--- src/rtl/gwsc_ram.sv ---
`timescale 1ns / 1ps
// Generic single-write, single-read RAM with registered read data.
// No dependencies.
module gwsc_ram #(
	parameter int WIDTH = 8,
	parameter int DEPTH = 16
) (
	input  logic                                   clk,
	input  logic                                   we,
	input  logic [(DEPTH > 1 ? $clog2(DEPTH) : 1)-1:0] waddr,
	input  logic [WIDTH-1:0]                       wdata,
	input  logic [(DEPTH > 1 ? $clog2(DEPTH) : 1)-1:0] raddr,
	output logic [WIDTH-1:0]                       rdata
);
	logic [WIDTH-1:0] mem [DEPTH];

	always_ff @(posedge clk) begin
		if (we) begin
			mem[waddr] <= wdata;
		end
		rdata <= mem[raddr];
	end
endmodule

--- config.mk ---
export PLATFORM = sky130hd
export DESIGN_NAME = gwsc_ram
export DESIGN_NICKNAME = d
export VERILOG_FILES = /design/src/rtl/gwsc_ram.sv
export SDC_FILE = /design/constraint.sdc
export NUM_CORES = 1
export LEC_CHECK = 0
export BUFFER_PORTS_ARGS = -buffer_cell sky130_fd_sc_hd__buf_4
export CAP_MARGIN = 30
export CORE_ASPECT_RATIO = 0.75
export CORE_UTILIZATION = 30
export CTS_CLUSTER_SIZE = 40
export DETAILED_ROUTE_END_ITERATION = 8
export GPL_TIMING_DRIVEN = 0
export PLACE_DENSITY = 0.54
export REMOVE_ABC_BUFFERS = 1
export SETUP_SLACK_MARGIN = 0.4
export SLEW_MARGIN = 0
export SYNTH_ARGS = -nofsm -noshare
export SYNTH_HDL_FRONTEND = slang
export SYNTH_SLANG_ARGS = --single-unit
--- constraint.sdc ---
create_clock -name clk -period 4.4 [get_ports clk]
set_clock_uncertainty 0.2 [all_clocks]
set_input_delay 0.88 -clock clk [delete_from_list [all_inputs] [get_ports clk]]
set_output_delay 0.88 -clock clk [all_outputs]
set_load 0.1 [all_outputs]
# Yosys cells after proc, flatten, opt, wreduce, memory -nomap -nowiden
# Memories as Yosys holds them, arrays and structs flattened. A register that Yosys moved wholly into a read port is not among the register bits.
# Cells that the tools add are included.
dict set report word_totals {
  reg_bits 0
  output_inout_bits 8
  elab_cells 3
  ramBits 128
  in_bits 18
  memories 1
}
dict set report op_classes {
  muxes 2
}
# name words width rd rd_clocked_by_memory_dff write_ports line_no
set memory_table {}
lappend memory_table {mem 16 8 1 1 1 15} ;# logic [WIDTH-1:0] mem [DEPTH];
# operator n
set op_table {}
lappend op_table {{2-to-1 mux 1 bit} 2}

# Depth between registers and ports, before layout
dict set report depth {
  word_depth 2
  ltp_mapped 5
}

# Worst setup path before layout
# OpenSTA, ideal clock, no wires.
dict set report synth_path {
  kind {in2reg}
  startpoint {input port waddr[2] (netlist name)}
  endpoint {memory mem[0][0], enable pin}
  t_arrival_ns 1.990
  path_buffers 0
  stages 2
  slack_ns 1.827
  setup_time_ns 0.383
  cell_sequence {or3b_2 -> nor3_1}
}
# item line_no
set synth_lines {}
lappend synth_lines {{from (decl)} 10} ;# input logic [(DEPTH > 1 ? $clog2(DEPTH) : 1)-1:0] waddr,
lappend synth_lines {{to (decl)} 15}
# Straight into the memory's write port.

==> implementation parameters <==
Parameter                              Value

Run status
  Status ... completed

Finish
  Post-layout nets ... 282
  N_diodes ... 0
  Most common cell after layout, fill and taps aside ... sky130_fd_sc_hd__edfxtp_1
  Commonest cells after routing, fill and taps aside ... sky130_fd_sc_hd__edfxtp_1, sky130_fd_sc_hd__buf_4, sky130_fd_sc_hd__mux4_2, sky130_fd_sc_hd__clkbuf_16, sky130_fd_sc_hd__a22oi_1
  Fraction of final layout cells with drive strength greater than 1 ... between 20% and 30%
  Fin util ... 36.4%
  Layout overhead on the synthesized area ... 18.7%

Worst setup path
  Crit-path max FO ... 32
  Data required time at the worst endpoint ... ~4500 ps
  Worst Reg-to-Reg Cells ... 3
  Startpoint type of the worst setup path ... input port
  Startpoint of the lowest-slack register-to-register path ... mem[1][2]
  Setup slack of the most critical reg-to-reg path ... roughly 2700 ps
  End of the worst register-to-register path ... rdata[2]
  Crit path arrival time ... around 2500 ps
  Timing startpoint of the critical path ... raddr[0]
  Kind of critical path ... input port to flip-flop
  Type of element capturing the critical path ... flip-flop

Pwr
  Sequential Power Share ... approximately half
  Power share of the combinational group ... under 10%
  Largest voltage drop on the vdd net ... about 0.00028 V
  Clock power share ... between 40% and 50%
  Cell area power density ... about 490 mW/mm^2
  Switching share of power ... a little over a fifth
  Internal power ... between 2 and 2.5 mW
  Net load switching power ... about 0.65 mW
  Leakage power figure ... a little under 2 nW

Global route
  Via count of the first global-routing pass ... around 2400
  Wire length of the first global-routing pass ... approximately 15000 um
  Total track usage ... approximately an eighth
  Initial antenna violation count ... 0
  Total grt overflow ... 0
  Maximum number of pins on one net before global-route repair ... 33

Yosys
  Number of instances in the synthesized netlist ... about 230
  Count of cell types in the netlist ... 19
  Per-instance average area after synthesis ... between 20 and 25 sq um
  Synthesized cell area ... 0.00515 sq mm
  #FFs+latches synth ... 136
  Fraction of the yosys area taken by sequential cells ... between 70% and 80%
  Count of synthesis-stage warnings from yosys ... 0

Route
  Length of the first detailed-routing pass in iterations ... 4
  DR vias/cell ... approximately 4.7
  Initial drt markers ... between 200 and 250
  Total wirelength of the detailed-routed design ... roughly 10000 um
  Total number of vias ... around 2300
  Total DRC errors in the routed layout ... 0
  Detailed-route wire length per cell ... 20.9 um
  Count of nets left with antenna violations after detail routing ... 0

Timing
  Share of the clock period used by the worst path after layout ... between 50% and 60%
  Unrepaired setup endpoints after global routing ... no
  Slew @ Worst Pin ... approximately 930 ps
  Max-slew headroom ... a little under two fifths
  Number of failing hold endpoints at the final stage ... 0
  Timing-limited maximum frequency ... between 400 and 500 MHz
  Minimum clock period after layout ... between 2000 and 2500 ps
  Max-slew violations ... 0
  Post-route setup TNS ... 0 ps
  Number of endpoints failing setup at the final stage ... 0

Clock tree
  Max Buffers Root-to-Sink ... 2
  Resized cells post-CTS ... 0
  Clock network latency to the later pin of the worst-skew pair ... just over 400 ps
  Total number of clock tree sinks ... 136
  Clk slew on worst S/H paths ... 60 ps
  H-tree Lvls ... 4
  Clock tree root driver cell ... sky130_fd_sc_hd__clkbuf_16
  Hold-fix buffer count after cts ... 0
  TritonCTS buffer count ... 17
  TritonCTS clock tree ... yes
  Post CTS Setup Buffer Count ... 0

Die
  Die outline area ... around 0.018 sq mm
  Number of cell rows ... 41
  Placeable core region ... between 0.015 and 0.02 sq mm
  Overall die height ... 115 um
  X dimension of the die ... approximately 150 um
  Starting utilization of the core area ... 30.7%
  Ports ... 26

Worst hold path
  Worst min-delay path endpoint ... rdata[0]
  Hold-critical path depth ... 3
  Class of the tightest hold or removal check ... flip-flop to flip-flop
  Hold Startpoint ... mem[14][0]

Place
  GP Congestion ... about 0.73
  Estimated wirelength of the detail-placed design ... between 6000 and 7000 um
  Number of input and output port buffers inserted ... 25

Run
  Count of maximum capacitance violations ... 0
per-layer routing:
metal	vias to the layer above	global-route usage (%)	part of all wire, %
met1	1217	18.3	47
li1	1046	-	-
met2	53	17.5	45
met4	0	4.31	0.41
met5	-	0	0
met3	4	3.81	7.4
stage by stage:
step                      cell area [sq um]  power [mW]  setup slack (ps)  hold WS, ps  std cells
after floorplan                        5060        1.60              1830          429        219
after global placement                 5520        1.68              1140          455        459
after detailed placement               5540        1.69              1540          465        459
after CTS                              6100        3.02              1950          472        491
after global routing                   6110        3.08              1830          484        492
final                                  6110        2.99              1940          461        492
Yosys cell counts, drive strengths merged:
cell / count / area share (%)
buf: 7 / 1.1
nand3: 1 / 0.097
nand2: 9 / 0.66
nand2b: 2 / 0.24
nand3b: 2 / 0.29
edfxtp: 128 / 75
nor2b: 1 / 0.12
and2b: 1 / 0.15
nor3: 4 / 0.39
clkdlybuf4s25: 3 / 0.58
and2: 1 / 0.12
a22oi: 16 / 2.3
or3b: 1 / 0.17
mux4: 32 / 15
nor2: 13 / 0.95
dfxtp: 8 / 3.1
state kept, by name, summed over array words and instances (netlist names):
name	flops
mem	128
rdata	8
how the worst max path moves through the flow:
stage,to,cells past startpoint
floorplan,mem[0][0],2
global placement,mem[0][2],3
detailed placement,rdata[1],4
CTS,rdata[2],4
global route,rdata[2],4
finish,rdata[2],4
area by class of cell:
type / count / area, sq um
Multi-Input combinational cell: 83 / 1080
Timing Repair Buffer: 26 / 195
Fill cell: 1514 / 10700
Sequential cell: 136 / 4000
Clock buffer: 25 / 495
Tap cell: 215 / 269
Clock inverter: 7 / 70.1
worst max-delay path, cell delays in order:
cell and delay, ps:
sky130_fd_sc_hd__buf_4 490, sky130_fd_sc_hd__mux4_1 630, sky130_fd_sc_hd__a22oi_1 370, sky130_fd_sc_hd__nand2_1 120
power groups by stage:
stage	Combinational [mW]	Sequential [mW]	Clock, mW
finish	0.201	1.46	1.33
global route	0.214	1.46	1.41
CTS	0.204	1.46	1.36
detailed placement	0.204	1.48	0
global placement	0.201	1.48	0
floorplan	0.0581	1.54	0
kinds of logic after synthesis:
family / after synthesis / share of synthesized area, %
DFF: 136 / 77.8
and+or+nand+nor: 35 / 3.18
muxes: 32 / 15.0
AOI/OAI and AO/OA: 16 / 2.33
buffers and inverters: 10 / 1.68
Power figures use the tool's default switching activity.
